[config.mk]
export PLATFORM = sky130hd
export DESIGN_NAME = stream_find_and_replace
export DESIGN_NICKNAME = d
export VERILOG_FILES = /design/src/hw/rtl/sfr_pkg.sv /design/src/hw/rtl/sfr_queue.sv /design/src/hw/rtl/sfr_front.sv /design/src/hw/rtl/sfr_back.sv /design/src/hw/rtl/stream_find_and_replace.sv
export SDC_FILE = /design/constraint.sdc
export NUM_CORES = 1
export LEC_CHECK = 0
export BUFFER_PORTS_ARGS = -buffer_cell sky130_fd_sc_hd__buf_4
export CAP_MARGIN = 30
export CORE_UTILIZATION = 60
export DETAILED_ROUTE_END_ITERATION = 8
export GPL_TIMING_DRIVEN = 0
export PLACE_DENSITY = 0.78
export SYNTH_ARGS = -nofsm -noshare
export SYNTH_HDL_FRONTEND = slang
export SYNTH_SLANG_ARGS = --single-unit
[constraint.sdc]
create_clock -name clock -period 11 [get_ports clock]
set_clock_uncertainty 0.1 [all_clocks]
set_input_delay 1.65 -clock clock [delete_from_list [all_inputs] [get_ports clock]]
set_output_delay 1.65 -clock clock [all_outputs]
set_load 0.005 [all_outputs]
[src/hw/rtl/sfr_pkg.sv]
// shared types and constants for the stream find-and-replace block
package sfr_pkg;

   // size limits
   localparam int WIN_DEPTH       = 8;
   localparam int MAX_PATTERN     = 8;
   localparam int MAX_REPLACEMENT = 8;
   localparam int PLEN_LIMIT      = (MAX_PATTERN < WIN_DEPTH) ? MAX_PATTERN : WIN_DEPTH;
   localparam int RLEN_LIMIT      = (MAX_REPLACEMENT < 8) ? MAX_REPLACEMENT : 8;

   // configuration register indexes
   localparam logic [7:0] REG_PATTERN_LENGTH     = 8'd0;
   localparam logic [7:0] REG_PATTERN_BYTES      = 8'd1;
   localparam logic [7:0] REG_REPLACEMENT_LENGTH = 8'd2;
   localparam logic [7:0] REG_REPLACEMENT_BYTES  = 8'd3;

   typedef logic [7:0][7:0] bytes8_type;

   // one queued job: bytes to release, then replacement or end marker
   typedef struct packed {
      bytes8_type window;
      logic [3:0] nrel;
      logic [3:0] total;
      logic       eos;
   } job_type;

   typedef enum logic {
      FRONT_IDLE,
      FRONT_EVAL
   } front_state_type;

endpackage

[src/hw/rtl/sfr_queue.sv]
// two-entry job queue between the front and back parts
module sfr_queue (
   input  logic             clock,
   input  logic             reset,
   input  logic             push,
   input  sfr_pkg::job_type push_job,
   input  logic             pop,
   output sfr_pkg::job_type pop_job,
   output logic             full,
   output logic             empty
);

   sfr_pkg::job_type entry_ff [2];
   logic             wr_ptr_ff, wr_ptr_in;
   logic             rd_ptr_ff, rd_ptr_in;
   logic [1:0]       fill_ff, fill_in;

   assign full    = (fill_ff == 2'd2);
   assign empty   = (fill_ff == 2'd0);
   assign pop_job = entry_ff[rd_ptr_ff];

   // pointer and fill count update
   always_comb begin
      wr_ptr_in = wr_ptr_ff;
      rd_ptr_in = rd_ptr_ff;
      fill_in   = fill_ff;
      if (push) begin
         wr_ptr_in = ~wr_ptr_ff;
      end
      if (pop) begin
         rd_ptr_in = ~rd_ptr_ff;
      end
      if (push && !pop) begin
         fill_in = fill_ff + 2'd1;
      end else if (pop && !push) begin
         fill_in = fill_ff - 2'd1;
      end
   end

   always_ff @(posedge clock) begin
      if (reset) begin
         wr_ptr_ff <= 1'b0;
         rd_ptr_ff <= 1'b0;
         fill_ff   <= 2'd0;
      end else begin
         wr_ptr_ff <= wr_ptr_in;
         rd_ptr_ff <= rd_ptr_in;
         fill_ff   <= fill_in;
      end
   end

   // storage
   always_ff @(posedge clock) begin
      if (push) begin
         entry_ff[wr_ptr_ff] <= push_job;
      end
   end

endmodule

[src/hw/rtl/sfr_front.sv]
// front part: accepts bytes, keeps the pending window and classifies each step
module sfr_front (
   input  logic               clock,
   input  logic               reset,
   input  logic               req_tvalid,
   output logic               req_tready,
   input  logic [7:0]         req_tdata,
   input  logic               req_tlast,
   input  logic [3:0]         plen,
   input  sfr_pkg::bytes8_type pattern,
   input  logic [3:0]         rlen,
   output logic               push,
   output sfr_pkg::job_type   push_job,
   input  logic               q_full
);

   sfr_pkg::front_state_type state_ff, state_in;
   sfr_pkg::bytes8_type      win_ff, win_in;
   logic [3:0]               count_ff, count_in;
   logic                     eos_ff, eos_in;

   logic [7:0] eq [8];
   logic [3:0] k;
   logic       match;
   logic [3:0] nrel;
   logic [3:0] total;
   logic       need_push;

   // byte compares of every window shift against the pattern
   always_comb begin
      for (int s = 0; s < 8; s++) begin
         for (int j = 0; j < 8; j++) begin
            if (s + j < 8) begin
               eq[s][j] = (win_ff[3'(s + j)] == pattern[j]);
            end else begin
               eq[s][j] = 1'b0;
            end
         end
      end
   end

   // first shift that leaves a live prefix or a full match
   always_comb begin
      logic [3:0] rem;
      logic       pre;
      logic       hit;
      k     = count_ff;
      match = 1'b0;
      for (int s = 7; s >= 0; s--) begin
         rem = count_ff - 4'(s);
         pre = (4'(s) <= count_ff) && (rem <= plen);
         for (int j = 0; j < 8; j++) begin
            if ((4'(j) < rem) && !eq[s][j]) begin
               pre = 1'b0;
            end
         end
         hit = pre && ((rem < plen) || ((s == 0) && (rem == plen)));
         if (hit) begin
            k     = 4'(s);
            match = (s == 0) && (rem == plen);
         end
      end
   end

   // job summary
   always_comb begin
      nrel      = eos_ff ? count_ff : k;
      total     = match ? rlen : nrel;
      need_push = (total != 4'd0) || eos_ff;
      push_job.window = win_ff;
      push_job.nrel   = match ? 4'd0 : nrel;
      push_job.total  = total;
      push_job.eos    = eos_ff;
   end

   // front control
   always_comb begin
      logic [4:0] src;
      state_in   = state_ff;
      win_in     = win_ff;
      count_in   = count_ff;
      eos_in     = eos_ff;
      req_tready = 1'b0;
      push       = 1'b0;
      case (state_ff)
         sfr_pkg::FRONT_IDLE: begin
            req_tready = 1'b1;
            if (req_tvalid) begin
               win_in[count_ff[2:0]] = req_tdata;
               count_in = count_ff + 4'd1;
               eos_in   = req_tlast;
               state_in = sfr_pkg::FRONT_EVAL;
            end
         end
         sfr_pkg::FRONT_EVAL: begin
            if (!need_push || !q_full) begin
               push     = need_push;
               state_in = sfr_pkg::FRONT_IDLE;
               if (match || eos_ff) begin
                  count_in = 4'd0;
               end else begin
                  count_in = count_ff - k;
                  for (int j = 0; j < 8; j++) begin
                     src = 5'(j) + {1'b0, k};
                     if (src < 5'd8) begin
                        win_in[j] = win_ff[src[2:0]];
                     end
                  end
               end
            end
         end
         default: begin
            state_in = sfr_pkg::FRONT_IDLE;
         end
      endcase
   end

   always_ff @(posedge clock) begin
      if (reset) begin
         state_ff <= sfr_pkg::FRONT_IDLE;
         count_ff <= 4'd0;
         eos_ff   <= 1'b0;
      end else begin
         state_ff <= state_in;
         count_ff <= count_in;
         eos_ff   <= eos_in;
      end
   end

   // window bytes
   always_ff @(posedge clock) begin
      win_ff <= win_in;
   end

endmodule

[src/hw/rtl/sfr_back.sv]
// back part: plays out each job as result transactions through an output register
module sfr_back (
   input  logic               clock,
   input  logic               reset,
   input  sfr_pkg::job_type   pop_job,
   input  logic               q_empty,
   output logic               pop,
   input  sfr_pkg::bytes8_type replacement,
   output logic               rsp_tvalid,
   input  logic               rsp_tready,
   output logic [7:0]         rsp_tdata,
   output logic [1:0]         rsp_tuser,
   output logic               rsp_tlast
);

   sfr_pkg::job_type job_ff, job_in;
   logic             active_ff, active_in;
   logic [3:0]       idx_ff, idx_in;
   logic             valid_ff, valid_in;
   logic [7:0]       data_ff, data_in;
   logic [1:0]       user_ff, user_in;
   logic             last_ff, last_in;

   logic             load;
   logic             item_last;
   logic [3:0]       ridx;

   assign load      = !valid_ff || rsp_tready;
   assign item_last = (job_ff.total == 4'd0) || (idx_ff == job_ff.total - 4'd1);
   assign ridx      = idx_ff - job_ff.nrel;

   // job sequencing and result build
   always_comb begin
      job_in    = job_ff;
      active_in = active_ff;
      idx_in    = idx_ff;
      valid_in  = valid_ff;
      data_in   = data_ff;
      user_in   = user_ff;
      last_in   = last_ff;
      pop       = 1'b0;
      if (load) begin
         valid_in = 1'b0;
      end
      if (!active_ff) begin
         if (!q_empty) begin
            pop       = 1'b1;
            job_in    = pop_job;
            active_in = 1'b1;
            idx_in    = 4'd0;
         end
      end else if (load) begin
         valid_in = 1'b1;
         if (job_ff.total == 4'd0) begin
            data_in = 8'd0;
         end else if (idx_ff < job_ff.nrel) begin
            data_in = job_ff.window[idx_ff[2:0]];
         end else begin
            data_in = replacement[ridx[2:0]];
         end
         user_in[0] = (job_ff.total != 4'd0);
         user_in[1] = item_last && job_ff.eos;
         last_in    = item_last;
         idx_in     = idx_ff + 4'd1;
         if (item_last) begin
            active_in = 1'b0;
         end
      end
   end

   always_ff @(posedge clock) begin
      if (reset) begin
         active_ff <= 1'b0;
         valid_ff  <= 1'b0;
      end else begin
         active_ff <= active_in;
         valid_ff  <= valid_in;
      end
   end

   // payload registers
   always_ff @(posedge clock) begin
      job_ff  <= job_in;
      idx_ff  <= idx_in;
      data_ff <= data_in;
      user_ff <= user_in;
      last_ff <= last_in;
   end

   assign rsp_tvalid = valid_ff;
   assign rsp_tdata  = data_ff;
   assign rsp_tuser  = user_ff;
   assign rsp_tlast  = last_ff;

endmodule

[src/hw/rtl/stream_find_and_replace.sv]
// top level of the stream find-and-replace block
//
// Bytes of a text enter on the req_ stream, one per transaction, with tlast
// marking the final byte. Every leftmost, non-overlapping match of the
// configured pattern is replaced; all other bytes pass unchanged. Results
// leave on the rsp_ stream, one byte per transaction; tlast marks the last
// result caused by an input byte and tuser[1] the last one of the text.
// A text end with nothing left to send gives one bare marker (tuser[0] low).
// The csr_ channel writes the four registers and is always ready; the user
// must write it only while the block is idle; the block does not enforce it.
// In the front part each input byte is captured, then compared in parallel
// at all window shifts against the pattern; no new byte is taken until the
// front is done with it. A job then waits in a two-entry queue; the back
// part loads it into its job register and emits its results one per cycle
// while the receiver is ready.
// A stalled receiver holds the output register; the queue then fills and the
// front stops taking bytes. Reset empties the window, the queue and the
// output, and restores pattern length 1 with all other registers zero.
module stream_find_and_replace (
   input  logic        clock,
   input  logic        reset,
   input  logic        req_tvalid,
   output logic        req_tready,
   input  logic [7:0]  req_tdata,   // [7:0] in_byte
   input  logic        req_tlast,
   output logic        rsp_tvalid,
   input  logic        rsp_tready,
   output logic [7:0]  rsp_tdata,   // [7:0] out_byte
   output logic [1:0]  rsp_tuser,   // [0] has_byte, [1] stream_done
   output logic        rsp_tlast,
   input  logic        csr_valid,
   output logic        csr_ready,
   input  logic [7:0]  csr_index,
   input  logic [63:0] csr_wdata
);

   logic [3:0]          plen_reg_ff;
   sfr_pkg::bytes8_type pattern_ff;
   logic [3:0]          rlen_reg_ff;
   sfr_pkg::bytes8_type replacement_ff;

   logic [3:0]          plen;
   logic [3:0]          rlen;

   logic                push;
   logic                pop;
   logic                q_full;
   logic                q_empty;
   sfr_pkg::job_type    push_job;
   sfr_pkg::job_type    pop_job;

   assign csr_ready = 1'b1;

   // configuration registers
   always_ff @(posedge clock) begin
      if (reset) begin
         plen_reg_ff    <= 4'd1;
         pattern_ff     <= '0;
         rlen_reg_ff    <= 4'd0;
         replacement_ff <= '0;
      end else if (csr_valid) begin
         case (csr_index)
            sfr_pkg::REG_PATTERN_LENGTH:     plen_reg_ff    <= csr_wdata[3:0];
            sfr_pkg::REG_PATTERN_BYTES:      pattern_ff     <= csr_wdata;
            sfr_pkg::REG_REPLACEMENT_LENGTH: rlen_reg_ff    <= csr_wdata[3:0];
            sfr_pkg::REG_REPLACEMENT_BYTES:  replacement_ff <= csr_wdata;
            default: ;
         endcase
      end
   end

   // effective lengths
   always_comb begin
      if (plen_reg_ff == 4'd0) begin
         plen = 4'd1;
      end else if (plen_reg_ff > 4'(sfr_pkg::PLEN_LIMIT)) begin
         plen = 4'(sfr_pkg::PLEN_LIMIT);
      end else begin
         plen = plen_reg_ff;
      end
      if (rlen_reg_ff > 4'(sfr_pkg::RLEN_LIMIT)) begin
         rlen = 4'(sfr_pkg::RLEN_LIMIT);
      end else begin
         rlen = rlen_reg_ff;
      end
   end

   sfr_front u_front (
      .clock      (clock),
      .reset      (reset),
      .req_tvalid (req_tvalid),
      .req_tready (req_tready),
      .req_tdata  (req_tdata),
      .req_tlast  (req_tlast),
      .plen       (plen),
      .pattern    (pattern_ff),
      .rlen       (rlen),
      .push       (push),
      .push_job   (push_job),
      .q_full     (q_full)
   );

   sfr_queue u_queue (
      .clock    (clock),
      .reset    (reset),
      .push     (push),
      .push_job (push_job),
      .pop      (pop),
      .pop_job  (pop_job),
      .full     (q_full),
      .empty    (q_empty)
   );

   sfr_back u_back (
      .clock       (clock),
      .reset       (reset),
      .pop_job     (pop_job),
      .q_empty     (q_empty),
      .pop         (pop),
      .replacement (replacement_ff),
      .rsp_tvalid  (rsp_tvalid),
      .rsp_tready  (rsp_tready),
      .rsp_tdata   (rsp_tdata),
      .rsp_tuser   (rsp_tuser),
      .rsp_tlast   (rsp_tlast)
   );

endmodule

==> summary by stage <==
Outcome
The flow ran to the end, and the final reports show no timing, DRC or antenna violations.

STA
The clock period could shrink to 7.20 ns. For the final routed database, the setup TNS stands at 0 ns. In this run the tightest slew margin relative to its limit is 31.5%. Across all hold checks on the routed design, the worst slack comes to 0.356 ns. At the pin with the least slew margin, the transition time is 1.02 ns. The highest clock rate is 139 MHz. The final count of pins violating max slew is 0.

The number of hold violations in the final report was 0. The worst path uses 65.4% of the clock period. Setup violations remaining at the end of the flow were counted as 0. Setup repair after global routing left no endpoint under its margin.

Logic synthesis
The net count of the mapped netlist is 1920. The portion of the post-synthesis area used by sequential elements is 52.9%. The predominant post-synthesis flop cell is edfxtp_1.

The total number of yosys warnings is 0. The most numerous cell in the Yosys netlist is edfxtp_1. The largest area contributor in the synthesized netlist is edfxtp_1. The fraction of registers with async set/reset is 0%. The cell area after technology mapping is 21300 µm².

The synthesized design devotes to its leading area cell type 42.0% of total area. By area the synthesized netlist is led by edfxtp_1 42%, dfxtp_1 11%, mux4_2 6.1%, mux2_2 5.3%, nand2_1 5.0%. The number of different library cells used by synthesis comes to 79.

The synthesis-stage register bit count is 414. The number of cells produced by synthesis is 1778. The commonest cells after synthesis are 298 x edfxtp_1, 282 x nand2_1, 126 x a21oi_1, 116 x dfxtp_1, 100 x mux2_2.

The post-synthesis average cell area is 12.0 µm². Counting flops with a built-in enable in the synthesized netlist gives 298.

Critical path
The worst setup path is launched from a flip-flop. The critical path contains buffers and inverters numbering 9 combined. Among cell families on the critical path, the largest total delay comes from buffers and inverters. The arrival time at the worst endpoint is 7.38 ns. At the worst endpoint, the required time is 11.19 ns. The delay of the slowest cell on the worst path is 0.74 ns. The worst register-to-register path has a setup slack of 3.80 ns. The cell with the largest stage delay on the worst path is a211oi_4. Along the worst path, the maximum fanout reaches 11.

The startpoint identified for the worst register-to-register timing path is u_front.count_ff[1]. Traced cell by cell, the critical path runs through clkbuf_1 -> inv_1 -> ha_1 -> xnor2_1 -> inv_1 -> ha_1 -> o21ai_0 -> nand2b_1 -> a2111oi_4 -> a221oi_1 -> a211oi_4 -> buf_6 -> buf_6 -> buf_6 -> inv_1 -> ha_1 -> clkbuf_1 -> clkbuf_1 -> mux4_1 -> a32oi_1 -> nand2_1. In this run the critical register-to-register path is captured at u_front.push_job[18]. The worst setup path is captured at a flip-flop. The number of cells traversed by the worst register-to-register path is 21. The critical path is of the flip-flop to flip-flop type.

Power
The switching power is 1.91 mW. Net switching is 34.8% of the power. Dividing total power by cell area gives a power density of 228 nW/µm². The largest voltage drop on the vdd net is 0.000208 V. The relative contribution of the clock network to total power is 24.8%. Per report_power, the sequential group accounts for 40.2% of the total. Total power for the finished layout comes to 5.49 mW. The cell-internal power is 3.58 mW.

The combinational cell fraction of total power is 35.0%. Summed over all cells, the static leakage comes to 8.41 nW.

Clocking
The worst-skew pair later-pin latency is 0.55 ns. The tree is rooted in a clkbuf_16. The number of setup buffers added after CTS is 0. The number of resized instances in the post-cts repair step is 0. The number of hold buffers added after cts is 0. Counting along the longest clock path gives a buffer depth of 3. The clock sink total is 414. TritonCTS created 42 clock buffers.

The clock tree from TritonCTS is done. CTS built an H-tree with a depth of 2. Clock-pin slew was measured on the worst setup and hold paths at 0.06 ns.

Hold path
In this run the most critical hold path is launched from replacement_ff[1]. The path class of the tightest hold or removal check is flip-flop to flip-flop. Counting instances, the worst hold path has a depth of 2. The hold-critical path endpoint is replacement_ff[1].

Route
The detailed router finished its first iteration with 1663 violations. In the routed layout, each cell is associated on average with a via count of 6.48. The total vias in the final route is 15695. In this run the remaining antenna-violating nets after routing total 0.

Before antenna repair, the detailed router went through 6 iterations. The total detailed-routing wirelength is 62.4 mm. In the final routed layout, each cell accounts on average for 25.8 µm.

The number of DRC violations after detailed routing is 0.

Die
The top-level I/O count is 100. In this run the horizontal extent of the chip is 190 µm. The count of standard-cell rows is 68.

Once the floorplan was initialized, standard cells occupied 61.4% of the core. The die area is 36300 µm². The die outline height is 190 µm. After floorplanning, the core was sized to cover 34700 µm².

Global route
Global routing used 34.7% of the available tracks across all layers. The maximum number of pins on one net before global-route repair is 76. The first global-routing pass estimated 92.4 mm of wire. The initial antenna violation count is 2. The number of global-route vias before repair is 15273. The overall overflow remaining after global route is 0.

Final layout
The area of the multi-input gates is 9320 µm². The area used by sequential logic in the layout is 11300 µm². Counting the fill cells in the layout gives 2432. The final design instance area without fill is 24100 µm². Cells with a size suffix above 1 make up 19.5% of the layout. The finished layout holds 2422 standard cells, fillers aside. For this run, the post-layout net count is 2074.

The area growth from synthesis to layout is 13.0%.

Placed design
Once placement finished, the instance area stood at 22700 µm². The congestion estimate from routability-driven global placement came to 1.01. The count of buffers added on input and output ports is 96. In this run, placement finished with an instance count of 2341. Once detailed placement completed, the half-perimeter wirelength came to 46.2 mm.

Job
The total of max-cap violations is 0.
-- power groups by stage --
stage | Sequential, mW | Clock [mW] | Combinational, mW
final | 2.21 | 1.36 | 1.92
after global routing | 2.22 | 1.42 | 2.04
after CTS | 2.20 | 1.36 | 1.90
after detailed placement | 2.22 | 0 | 1.88
after global placement | 2.23 | 0 | 1.82
after floorplan | 2.14 | 0 | 1.33
-- routing by layer --
layer	global-route usage [%]	share of wire, %
met3	7.09	10
met2	55.8	47
met4	11.7	3.5
met1	47.0	40
met5	0	0
-- registers in the layout (all words and copies together) (netlist names), 2 cells and up, named ones only --
name and cells:
pattern_ff 32, u_back.rsp_tdata 8, u_queue.fill_ff 2, replacement_ff 64
plen_reg_ff 4, u_queue.entry_ff 146, u_front.count_ff 4, u_front.push_job 64
u_back.idx_ff 4, rlen_reg_ff 4, u_back.job_ff 73, u_back.rsp_tuser 2
-- kinds of logic after synthesis --
kind of cell	Yosys count	share of synthesized area (%)
AO/OA/AOI/OAI	314	9.94
XOR/XNOR	106	4.39
adder cells (fa/ha/maj)	56	3.36
buffers and inverters	166	3.42
flip-flops	414	52.9
multiplexers	231	15.3
other	1	0.0176
AND/OR/NAND/NOR	490	10.7
-- metrics by stage --
stage,utilization (%),worst slack (ns)
2_1_floorplan,-,2.12
3_3_place_gp,65.1,-1.78
3_5_place_dp,65.5,3.99
4_1_cts,69.3,3.96
5_1_grt,69.3,3.54
6_report,69.3,3.80
-- layout by cell type, fill, tap and decap left out, types with 33 or more instances in the layout --
master	n
dfxtp_1	116
clkbuf_16	42
ha_1	54
mux2_2	100
a32oi_1	33
nand2_1	282
nor2_1	41
clkbuf_1	99
xnor2_1	51
buf_4	103
a21oi_1	126
xor2_1	54
mux2i_1	67
mux4_2	58
nand3_1	55
edfxtp_1	298
-- how the worst max path moves through the flow --
stage,cells after the start,from,to
after floorplan,13,u_front.count_ff[1],u_queue.entry_ff[0][0]
after global routing,21,u_front.count_ff[1],u_front.push_job[21]
after detailed placement,21,u_front.count_ff[1],u_front.push_job[21]
after global placement,13,u_front.count_ff[1],u_queue.entry_ff[0][50]
final,21,u_front.count_ff[1],u_front.push_job[18]
after CTS,21,u_front.count_ff[1],u_front.push_job[21]
-- worst min-delay path, cell delays in order (launching register included) --
cell and delay [ns]:
dfxtp_1 0.31, nand2_1 0.05, a21oi_1 0.05
-- final cells by class --
type / instances / share of cell area (%)
buffer: 132 / 2.50
clock inverter: 18 / 0.603
tap: 455 / 2.37
clock buffer: 57 / 4.80
timing repair buffer: 110 / 3.62
sequential: 414 / 46.8
multi-input combinational: 1198 / 38.7
antenna: 4 / 0.0416
inverter: 34 / 0.541
No activity file was read; power rests on OpenSTA's default activity.
